**config.mk**
```make
export PLATFORM = sky130hd
export DESIGN_NAME = pool_address_sequencer_top
export DESIGN_NICKNAME = d
export VERILOG_FILES = /design/src/sv/pas_pkg.sv /design/src/sv/pas_front.sv /design/src/sv/pas_engine.sv /design/src/sv/pool_address_sequencer_top.sv
export SDC_FILE = /design/constraint.sdc
export NUM_CORES = 2
export LEC_CHECK = 0
export BUFFER_PORTS_ARGS = -buffer_cell sky130_fd_sc_hd__buf_2
export CORE_MARGIN = 4
export CORE_UTILIZATION = 35
export CTS_CLUSTER_DIAMETER = 200
export DETAILED_ROUTE_END_ITERATION = 6
export GPL_TIMING_DRIVEN = 1
export HOLD_SLACK_MARGIN = 0.12
export PLACE_DENSITY = 0.57
export SYNTH_ARGS = -nofsm -noshare
export SYNTH_HDL_FRONTEND = slang
export SYNTH_SLANG_ARGS = --single-unit
```
**constraint.sdc**
```tcl
create_clock -name clk -period 9.7 [get_ports clk]
set_input_delay 0.485 -clock clk [delete_from_list [all_inputs] [get_ports clk]]
set_output_delay 0.485 -clock clk [all_outputs]
set_load 0.05 [all_outputs]
```
**src/sv/pas_pkg.sv**
```systemverilog
// ----------------------------------------------------------------------------
// Pool address sequencer package
// Shared types, register codes and sizing constants.
// ----------------------------------------------------------------------------
package pas_pkg;

  localparam int WARMUP_ROWS_DEF = 64;
  localparam int TIMER_W         = 7;
  localparam int QUEUE_DEPTH     = 2;
  localparam int CFG_IDX_W       = 3;
  localparam int CFG_DATA_W      = 16;

  typedef enum logic [CFG_IDX_W-1:0] {
    CFG_SRC_X_STRIDE = 3'd0,
    CFG_SRC_Y_STRIDE = 3'd1,
    CFG_SRC_Z_STRIDE = 3'd2,
    CFG_SRC_X_LIMIT  = 3'd3,
    CFG_SRC_Y_LIMIT  = 3'd4,
    CFG_SRC_Z_LIMIT  = 3'd5,
    CFG_DST_X_STRIDE = 3'd6,
    CFG_DST_Y_STRIDE = 3'd7
  } cfg_reg_t;

  typedef enum logic [0:0] {
    REQ_TICK  = 1'b0,
    REQ_START = 1'b1
  } req_kind_t;

  typedef enum logic [1:0] {
    ST_IDLE,
    ST_MUL,
    ST_SUM,
    ST_SCALE
  } eng_state_t;

  typedef struct packed {
    logic        req_type;
    logic [31:0] src_base;
    logic [31:0] dst_base;
    logic [7:0]  dst_x_extent;
    logic [7:0]  dst_y_extent;
    logic        pool_ident;
    logic [3:0]  elem_size;
  } in_req_t;

  typedef struct packed {
    logic        out_valid;
    logic        pool_start;
    logic        pool_stop;
    logic [31:0] src_addr;
    logic [31:0] dst_addr;
    logic        busy_res;
  } out_res_t;

  typedef struct packed {
    req_kind_t kind;
    in_req_t   req;
  } q_entry_t;

  typedef struct packed {
    logic [15:0] src_x_stride;
    logic [15:0] src_y_stride;
    logic [15:0] src_z_stride;
    logic [7:0]  src_x_count_limit;
    logic [7:0]  src_y_count_limit;
    logic [7:0]  src_z_count_limit;
    logic [15:0] dst_x_stride;
    logic [15:0] dst_y_stride;
  } cfg_t;

endpackage

```
**src/sv/pas_front.sv**
```systemverilog
// ----------------------------------------------------------------------------
// Pool address sequencer front end
// Accepts requests, classifies them and queues them for the engine.
// ----------------------------------------------------------------------------
module pas_front (
  input  logic              clk,
  input  logic              rst_n,
  input  logic              in_valid,
  output logic              in_ready,
  input  pas_pkg::in_req_t  in_data,
  output logic              q_valid,
  output pas_pkg::q_entry_t q_head,
  input  logic              q_pop
);

  localparam int DEPTH = pas_pkg::QUEUE_DEPTH;
  localparam int PTR_W = (DEPTH > 1) ? $clog2(DEPTH) : 1;
  localparam int CNT_W = $clog2(DEPTH + 1);

  pas_pkg::q_entry_t mem [DEPTH];
  pas_pkg::q_entry_t entry_in;

  logic [PTR_W-1:0] wr_ptr_r, wr_ptr_nxt;
  logic [PTR_W-1:0] rd_ptr_r, rd_ptr_nxt;
  logic [CNT_W-1:0] count_r, count_nxt;
  logic             push;
  logic             pop;

  assign in_ready = (count_r != CNT_W'(DEPTH));
  assign q_valid  = (count_r != '0);
  assign push     = in_valid && in_ready;
  assign pop      = q_pop && q_valid;

  always_comb begin
    entry_in.kind = pas_pkg::req_kind_t'(in_data.req_type);
    entry_in.req  = in_data;
  end

  assign q_head = mem[rd_ptr_r];

  always_comb begin
    wr_ptr_nxt = wr_ptr_r;
    rd_ptr_nxt = rd_ptr_r;
    count_nxt  = count_r;
    if (push) begin
      wr_ptr_nxt = (wr_ptr_r == PTR_W'(DEPTH - 1)) ? '0 : wr_ptr_r + 1'b1;
    end
    if (pop) begin
      rd_ptr_nxt = (rd_ptr_r == PTR_W'(DEPTH - 1)) ? '0 : rd_ptr_r + 1'b1;
    end
    if (push && !pop) begin
      count_nxt = count_r + 1'b1;
    end else if (pop && !push) begin
      count_nxt = count_r - 1'b1;
    end
  end

  always_ff @(posedge clk) begin
    if (!rst_n) begin
      wr_ptr_r <= '0;
      rd_ptr_r <= '0;
      count_r  <= '0;
    end else begin
      wr_ptr_r <= wr_ptr_nxt;
      rd_ptr_r <= rd_ptr_nxt;
      count_r  <= count_nxt;
    end
  end

  always_ff @(posedge clk) begin
    if (push) begin
      mem[wr_ptr_r] <= entry_in;
    end
  end

endmodule

```
**src/sv/pas_engine.sv**
```systemverilog
// ----------------------------------------------------------------------------
// Pool address sequencer engine
// Steps the counters, computes byte addresses and holds the result register.
// ----------------------------------------------------------------------------
module pas_engine #(
  parameter int WARMUP_ROWS = pas_pkg::WARMUP_ROWS_DEF
) (
  input  logic              clk,
  input  logic              rst_n,
  input  pas_pkg::cfg_t     cfg,
  input  logic              q_valid,
  input  pas_pkg::q_entry_t q_head,
  output logic              q_pop,
  output logic              out_valid,
  input  logic              out_ready,
  output pas_pkg::out_res_t out_data
);

  localparam int TW = pas_pkg::TIMER_W;

  pas_pkg::eng_state_t state_r, state_nxt;

  logic          busy_r, busy_nxt;
  logic [TW-1:0] timer_r, timer_nxt;
  logic          valid_r, valid_nxt;
  logic          start_r, start_nxt;
  logic          stop_r, stop_nxt;
  logic [7:0]    sx_r, sx_nxt;
  logic [7:0]    sy_r, sy_nxt;
  logic [7:0]    sz_r, sz_nxt;
  logic [7:0]    dx_r, dx_nxt;
  logic [7:0]    dy_r, dy_nxt;
  logic [31:0]   src_addr_r, src_addr_nxt;
  logic [31:0]   dst_addr_r, dst_addr_nxt;
  logic [31:0]   src_base_r, src_base_nxt;
  logic [31:0]   dst_base_r, dst_base_nxt;
  logic [7:0]    dxl_r, dxl_nxt;
  logic [7:0]    dyl_r, dyl_nxt;
  logic          ident_r, ident_nxt;
  logic [3:0]    elem_r, elem_nxt;
  logic          usrc_r, usrc_nxt;
  logic          udst_r, udst_nxt;
  logic          win_end;

  logic [23:0]   psx_r, psy_r, psz_r, pdx_r, pdy_r;
  logic [25:0]   ssum_r;
  logic [24:0]   dsum_r;
  logic [31:0]   src_calc;
  logic [31:0]   dst_calc;

  logic              out_vld_r;
  pas_pkg::out_res_t out_r;
  logic              out_free;
  logic              apply;
  logic              out_load;

  assign out_free  = !out_vld_r || out_ready;
  assign out_valid = out_vld_r;
  assign out_data  = out_r;

  always_comb begin
    state_nxt = state_r;
    case (state_r)
      pas_pkg::ST_IDLE: begin
        if (q_valid) begin
          state_nxt = pas_pkg::ST_MUL;
        end
      end
      pas_pkg::ST_MUL:   state_nxt = pas_pkg::ST_SUM;
      pas_pkg::ST_SUM:   state_nxt = pas_pkg::ST_SCALE;
      pas_pkg::ST_SCALE: begin
        if (out_free) begin
          state_nxt = pas_pkg::ST_IDLE;
        end
      end
      default: state_nxt = pas_pkg::ST_IDLE;
    endcase
  end

  always_comb begin
    apply    = 1'b0;
    out_load = 1'b0;
    case (state_r)
      pas_pkg::ST_IDLE:  apply    = q_valid;
      pas_pkg::ST_SCALE: out_load = out_free;
      default: begin
        apply    = 1'b0;
        out_load = 1'b0;
      end
    endcase
  end

  assign q_pop = apply;

  always_comb begin
    busy_nxt     = busy_r;
    timer_nxt    = timer_r;
    valid_nxt    = valid_r;
    start_nxt    = start_r;
    stop_nxt     = stop_r;
    sx_nxt       = sx_r;
    sy_nxt       = sy_r;
    sz_nxt       = sz_r;
    dx_nxt       = dx_r;
    dy_nxt       = dy_r;
    src_addr_nxt = src_addr_r;
    dst_addr_nxt = dst_addr_r;
    src_base_nxt = src_base_r;
    dst_base_nxt = dst_base_r;
    dxl_nxt      = dxl_r;
    dyl_nxt      = dyl_r;
    ident_nxt    = ident_r;
    elem_nxt     = elem_r;
    usrc_nxt     = 1'b0;
    udst_nxt     = 1'b0;
    win_end      = 1'b0;
    if (q_head.kind == pas_pkg::REQ_START) begin
      if (!busy_r) begin
        busy_nxt     = 1'b1;
        timer_nxt    = TW'(WARMUP_ROWS);
        ident_nxt    = q_head.req.pool_ident;
        elem_nxt     = q_head.req.elem_size;
        src_base_nxt = q_head.req.src_base;
        dst_base_nxt = q_head.req.dst_base;
        src_addr_nxt = q_head.req.src_base;
        dst_addr_nxt = q_head.req.dst_base;
        dxl_nxt      = q_head.req.dst_x_extent;
        dyl_nxt      = q_head.req.dst_y_extent;
        start_nxt    = 1'b1;
        stop_nxt     = q_head.req.pool_ident ||
                       (({1'b0, cfg.src_x_count_limit} + {1'b0, cfg.src_y_count_limit})
                        == 9'd2);
        sx_nxt       = '0;
        sy_nxt       = '0;
        sz_nxt       = '0;
        dx_nxt       = '0;
        dy_nxt       = '0;
      end
    end else if (busy_r) begin
      if (timer_r != '0) begin
        timer_nxt = timer_r - 1'b1;
        if (timer_nxt == '0) begin
          valid_nxt = 1'b1;
        end
      end else if (valid_r) begin
        sx_nxt = sx_r + 8'd1;
        if (sx_nxt >= cfg.src_x_count_limit) begin
          sx_nxt = '0;
          sy_nxt = sy_r + 8'd1;
        end
        if (sy_nxt >= cfg.src_y_count_limit) begin
          sy_nxt = '0;
          sz_nxt = sz_r + 8'd1;
        end
        if (sz_nxt >= cfg.src_z_count_limit) begin
          sz_nxt = '0;
        end
        win_end = (({1'b0, sx_nxt} + 9'd1) == {1'b0, cfg.src_x_count_limit}) &&
                  (({1'b0, sy_nxt} + 9'd1) == {1'b0, cfg.src_y_count_limit}) &&
                  (({1'b0, sz_nxt} + 9'd1) == {1'b0, cfg.src_z_count_limit});
        if (ident_r || win_end) begin
          dx_nxt = dx_r + 8'd1;
          if (dx_nxt >= dxl_r) begin
            dx_nxt = '0;
            dy_nxt = dy_r + 8'd1;
          end
        end
        if (ident_r) begin
          start_nxt = 1'b1;
          stop_nxt  = 1'b1;
        end else begin
          start_nxt = stop_r;
          stop_nxt  = win_end;
        end
        if (dy_nxt >= dyl_r) begin
          dy_nxt    = '0;
          valid_nxt = 1'b0;
          busy_nxt  = 1'b0;
        end
        usrc_nxt = valid_nxt;
        udst_nxt = start_nxt;
      end
    end
  end

  assign src_calc = src_base_r + ({6'd0, ssum_r} * {28'd0, elem_r});
  assign dst_calc = dst_base_r + ({7'd0, dsum_r} * {28'd0, elem_r});

  always_ff @(posedge clk) begin
    if (!rst_n) begin
      state_r    <= pas_pkg::ST_IDLE;
      busy_r     <= 1'b0;
      timer_r    <= '0;
      valid_r    <= 1'b0;
      start_r    <= 1'b0;
      stop_r     <= 1'b0;
      sx_r       <= '0;
      sy_r       <= '0;
      sz_r       <= '0;
      dx_r       <= '0;
      dy_r       <= '0;
      src_addr_r <= '0;
      dst_addr_r <= '0;
      src_base_r <= '0;
      dst_base_r <= '0;
      dxl_r      <= 8'd1;
      dyl_r      <= 8'd1;
      ident_r    <= 1'b0;
      elem_r     <= 4'd1;
      usrc_r     <= 1'b0;
      udst_r     <= 1'b0;
      out_vld_r  <= 1'b0;
    end else begin
      state_r <= state_nxt;
      if (apply) begin
        busy_r     <= busy_nxt;
        timer_r    <= timer_nxt;
        valid_r    <= valid_nxt;
        start_r    <= start_nxt;
        stop_r     <= stop_nxt;
        sx_r       <= sx_nxt;
        sy_r       <= sy_nxt;
        sz_r       <= sz_nxt;
        dx_r       <= dx_nxt;
        dy_r       <= dy_nxt;
        src_addr_r <= src_addr_nxt;
        dst_addr_r <= dst_addr_nxt;
        src_base_r <= src_base_nxt;
        dst_base_r <= dst_base_nxt;
        dxl_r      <= dxl_nxt;
        dyl_r      <= dyl_nxt;
        ident_r    <= ident_nxt;
        elem_r     <= elem_nxt;
        usrc_r     <= usrc_nxt;
        udst_r     <= udst_nxt;
      end
      if (out_load) begin
        if (usrc_r) begin
          src_addr_r <= src_calc;
        end
        if (udst_r) begin
          dst_addr_r <= dst_calc;
        end
        out_vld_r <= 1'b1;
      end else if (out_ready) begin
        out_vld_r <= 1'b0;
      end
    end
  end

  always_ff @(posedge clk) begin
    if (state_r == pas_pkg::ST_MUL) begin
      psx_r <= 24'(sx_r) * 24'(cfg.src_x_stride);
      psy_r <= 24'(sy_r) * 24'(cfg.src_y_stride);
      psz_r <= 24'(sz_r) * 24'(cfg.src_z_stride);
      pdx_r <= 24'(dx_r) * 24'(cfg.dst_x_stride);
      pdy_r <= 24'(dy_r) * 24'(cfg.dst_y_stride);
    end
    if (state_r == pas_pkg::ST_SUM) begin
      ssum_r <= 26'(psx_r) + 26'(psy_r) + 26'(psz_r);
      dsum_r <= 25'(pdx_r) + 25'(pdy_r);
    end
    if (out_load) begin
      out_r.out_valid  <= valid_r;
      out_r.pool_start <= start_r;
      out_r.pool_stop  <= stop_r;
      out_r.src_addr   <= usrc_r ? src_calc : src_addr_r;
      out_r.dst_addr   <= udst_r ? dst_calc : dst_addr_r;
      out_r.busy_res   <= busy_r;
    end
  end

endmodule

```
**src/sv/pool_address_sequencer_top.sv**
```systemverilog
// ----------------------------------------------------------------------------
// Pool address sequencer top level
// 3D strided source and 2D destination address generator for pooling.
// ----------------------------------------------------------------------------
// Usage:
//   in_*  : valid/ready request channel. req_type 1 starts a pool operation
//           (ignored while busy), req_type 0 is a clock tick.
//   out_* : valid/ready result channel, exactly one result per request,
//           showing flags and byte addresses after that request.
//   cfg_* : write-only register port; write strides and limits while idle.
//   Each request passes through the engine in order: it updates the
//   counters, does the stride multiplies, forms the sums, then scales by
//   the element size and loads the result register. The engine takes the
//   next request from the queue only after loading the result of the last.
//   A two-entry request queue buffers requests while the engine works;
//   a stalled receiver holds the result register and the engine waits in
//   its last step, after which the queue fills and in_ready drops.
//   Synchronous reset clears the queue, the result valid flag and all
//   counters, and sets every configuration register to 1.
// ----------------------------------------------------------------------------
module pool_address_sequencer_top #(
  parameter int WARMUP_ROWS = pas_pkg::WARMUP_ROWS_DEF
) (
  input  logic                             clk,
  input  logic                             rst_n,
  input  logic                             in_valid,
  output logic                             in_ready,
  input  pas_pkg::in_req_t                 in_data,
  output logic                             out_valid,
  input  logic                             out_ready,
  output pas_pkg::out_res_t                out_data,
  input  logic                             cfg_we,
  input  logic [pas_pkg::CFG_IDX_W-1:0]    cfg_index,
  input  logic [pas_pkg::CFG_DATA_W-1:0]   cfg_wdata
);

  pas_pkg::cfg_t     cfg_r;
  logic              q_valid;
  logic              q_pop;
  pas_pkg::q_entry_t q_head;

  always_ff @(posedge clk) begin
    if (!rst_n) begin
      cfg_r.src_x_stride      <= 16'd1;
      cfg_r.src_y_stride      <= 16'd1;
      cfg_r.src_z_stride      <= 16'd1;
      cfg_r.src_x_count_limit <= 8'd1;
      cfg_r.src_y_count_limit <= 8'd1;
      cfg_r.src_z_count_limit <= 8'd1;
      cfg_r.dst_x_stride      <= 16'd1;
      cfg_r.dst_y_stride      <= 16'd1;
    end else if (cfg_we) begin
      case (pas_pkg::cfg_reg_t'(cfg_index))
        pas_pkg::CFG_SRC_X_STRIDE: cfg_r.src_x_stride      <= cfg_wdata;
        pas_pkg::CFG_SRC_Y_STRIDE: cfg_r.src_y_stride      <= cfg_wdata;
        pas_pkg::CFG_SRC_Z_STRIDE: cfg_r.src_z_stride      <= cfg_wdata;
        pas_pkg::CFG_SRC_X_LIMIT:  cfg_r.src_x_count_limit <= cfg_wdata[7:0];
        pas_pkg::CFG_SRC_Y_LIMIT:  cfg_r.src_y_count_limit <= cfg_wdata[7:0];
        pas_pkg::CFG_SRC_Z_LIMIT:  cfg_r.src_z_count_limit <= cfg_wdata[7:0];
        pas_pkg::CFG_DST_X_STRIDE: cfg_r.dst_x_stride      <= cfg_wdata;
        pas_pkg::CFG_DST_Y_STRIDE: cfg_r.dst_y_stride      <= cfg_wdata;
        default: cfg_r <= cfg_r;
      endcase
    end
  end

  pas_front u_front (
    .clk      (clk),
    .rst_n    (rst_n),
    .in_valid (in_valid),
    .in_ready (in_ready),
    .in_data  (in_data),
    .q_valid  (q_valid),
    .q_head   (q_head),
    .q_pop    (q_pop)
  );

  pas_engine #(
    .WARMUP_ROWS (WARMUP_ROWS)
  ) u_engine (
    .clk       (clk),
    .rst_n     (rst_n),
    .cfg       (cfg_r),
    .q_valid   (q_valid),
    .q_head    (q_head),
    .q_pop     (q_pop),
    .out_valid (out_valid),
    .out_ready (out_ready),
    .out_data  (out_data)
  );

endmodule

```
==> impl_metrics.tcl <==
set metrics [dict create \
    slew_headroom_pct 19.0 \
    ir_drop_uv 153 \
    cts_buffers 87 \
    setup-violations-final 0 \
    slowest_stage "or4_4" \
    vias_per_cell 5.06 \
    reg2reg_depth 43 \
    gp_congestion 0.867 \
    drtIter0Drc 2726 \
    switchingPower_uw 6500 \
    synth_area_um2 58700 \
    boundaryPins 180 \
    hold_viol_final 0 \
    cts_tree "done" \
    crit_path_start_kind "flop" \
    dieArea_um2 174000 \
    port-buffer-count 179 \
    start_util_pct 35.4 \
    avgSynthCellArea_um2 9.65 \
    area_delta_synth_final_pct 13.6 \
    syn-instance-count 6082 \
    cts_root_buf "clkbuf_16" \
    die_w_um 417 \
    skew_ps 32.2 \
    wl_per_cell_um 18.2 \
    fin_ws_ps 315 \
    synthDistinctLibCells 88 \
    pwr-share-clk_pct 21.6 \
    place_inst 8289 \
    synth_edf_count 411 \
    utilization_pct 40.2 \
    cpMostUsedCell "a21o_1" \
    hp-start "out_ready" \
    end_kind "flop" \
    synth_fp_nets 7201 \
    track_usage_pct 17.9 \
    grt_pass1_wl_um 248000 \
    path_max_fanout 8 \
    ys.flop_type "edfxtp_1" \
    status "finished clean" \
    antenna_found_initial 12 \
    p_int_uw 9160 \
    ant_nets 0 \
    hpwl_um 118000 \
    via_count 43200 \
    slowest_delay_ps 560 \
    stdcell_count 8553 \
    max-clock-path-buffers 3 \
    timing.critical_path.from "u_engine.sx_r[5]" \
    p_comb_share_pct 49.3 \
    drv_slew 0 \
    synth_top_cell_area_share_pct 21.0 \
    fmax_mhz 107 \
    worstSetupPathType "flop to flop" \
    yosys_warnings 0 \
    reg2reg_from "u_engine.sx_r[5]" \
    ff2ff_setup_slack_ps 320 \
    clock-sinks 725 \
    die_h_um 417 \
    drc_errors 0 \
    ys_ff_latch 725 \
    wl_um 156000 \
    drv_cap 0 \
    drive_gt1_share_pct 10.2 \
    swShare_pct 41.5 \
    core_um2 166000 \
    cellPowerDensity_nw_per_um2 235 \
    p_seq_share_pct 29.2 \
    h-tree-depth 3 \
    worst_slew_pin_slew_ps 1210 \
    final.period_utilization_pct 96.7 \
    drt_pre_antenna_iters 6 \
    overflow 0 \
    synth.area.top_cells "edfxtp_1 21%, fa_1 19%, dfxtp_1 11%" \
    path_clk_slew_ps 60 \
    rows 149 \
    required_ps 10300 \
    synthTopCellsByCount "858 x nand2_1, 645 x inv_1, 571 x fa_1" \
    place_ws_ps -449 \
    grt_max_degree 94 \
    yosysMostFrequentCell "nand2_1" \
    r2r-end "u_engine.dy_r[5]" \
    worstHoldPathType "input pin to flop" \
    period_minus_slack_ps 9380 \
    async_reset_ff_share_pct 0 \
    endpoint "u_engine.dy_r[5]" \
    fin_nets 7406 \
    grt_pass1_vias 43900 \
    cp.arrival_ps 9990 \
    post-synth-top-area-cell "edfxtp_1" \
    clock_latency_ps 710 \
    fill_cells 16200 \
    yosysSeqAreaShare_pct 31.8 \
    leakage_uw 0.0275 \
]
## what timing repair did
action,4_1_cts,5_1_grt
resized for setup,17,70
endpoints found under the hold margin,172,0
hold buffers,86,0
setup buffers,3,10
setup endpoints to repair,11,11
pin swaps,10,43
## how the worst min path moves through the flow
stage,to,cells past startpoint,slack [ps]
3_5_place_dp,u_engine.out_data[66],0,430
4_1_cts,cfg_r[103],3,190
2_1_floorplan,u_engine.out_data[66],0,410
5_1_grt,cfg_r[70],3,210
3_3_place_gp,u_engine.out_data[66],0,420
6_report,u_engine.out_valid,4,230
## area by class of cell
cell class / instances / area, um2 / area share (%)
repair buffers: 420 / 2940 / 4.41
clock inverters: 46 / 544 / 0.816
well taps: 2189 / 2740 / 4.11
clock buffers: 118 / 2430 / 3.64
inverters: 645 / 2430 / 3.64
diodes: 2 / 5.00 / 0.00751
flip-flops and latches: 725 / 18600 / 28.0
multi-input cells: 4408 / 36900 / 55.4
## sequential cells by signal (all words and copies together), names as in the netlist, 7 cells and up, named ones only
register	cells
u_engine.sy_r	8
u_engine.sx_r	8
u_engine.out_data	68
u_engine.dst_base_r	32
u_engine.dsum_r	25
u_engine.pdx_r	24
u_engine.psz_r	24
u_engine.sz_r	8
u_engine.dxl_r	8
u_front.mem	172
u_engine.dst_addr_r	32
u_engine.dy_r	8
u_engine.src_base_r	32
u_engine.src_addr_r	32
u_engine.dx_r	8
u_engine.psy_r	24
u_engine.ssum_r	26
cfg_r	104
u_engine.pdy_r	24
u_engine.dyl_r	8
u_engine.psx_r	24
u_engine.timer_r	7
## routing by layer
| layer | wire, um | global-route usage (%) | up-vias | share of wire (%) |
|---|---|---|---|---|
| met5 | 7 | 0 | - | 0.0045 |
| met2 | 69900 | 28.5 | 903 | 45 |
| met3 | 7430 | 2.52 | 192 | 4.8 |
| met4 | 4530 | 5.13 | 2 | 2.9 |
| met1 | 73800 | 25.4 | 21400 | 47 |
| li1 | - | - | 20700 | - |
## power groups by stage
stage	Sequential (uW)	Combinational (uW)	Clock (uW)
floorplan	4580	5670	0
global placement	4610	7520	0
detailed placement	4630	7640	0
CTS	4570	7730	3480
global route	4650	8700	3600
finish	4570	7720	3380
## critical path: cells and delay by family, from the launching register on
kind	cells	cell delay, ps
AOI/OAI and AO/OA	21	4160
xor gates and xnor gates	5	880
adders and majority gates	5	1560
buffers and inverters	2	290
DFF	1	380
and+or+nand+nor	10	2020
## cells by family (layout without fill, tap and decap cells)
kind of cell / after synthesis / in the layout / synth area share, %
adder cells (fa/ha/maj): 1009 / 1009 / 28.8
flip-flops: 725 / 725 / 31.8
AND/OR/NAND/NOR: 2004 / 2004 / 15.8
AO/OA/AOI/OAI: 989 / 989 / 10.9
buffers and inverters: 949 / 1229 / 6.16
other: 0 / 2 / 0
multiplexers: 156 / 156 / 2.78
XOR/XNOR: 250 / 250 / 3.76
## stage by stage
step	cell area, um2	setup TNS (ps)	total power (uW)	hold slack (ps)
2_1_floorplan	58700	0	10200	409
3_3_place_gp	62300	-1410	12100	418
3_5_place_dp	62300	-3200	12300	431
4_1_cts	66200	0	15800	191
5_1_grt	66700	-152	16900	214
6_report	66700	0	15700	227
## placed cells by master (no fill, tap or decap), types with 179 or more instances in the layout
master    count
fa_1        571
inv_1       643
dfxtp_1     302
edfxtp_1    411
nor2_1      403
ha_1        430
xnor2_1     179
buf_2       179
a21oi_1     347
and2_1      385
nand2_1     850
Power figures use the tool's default switching activity.
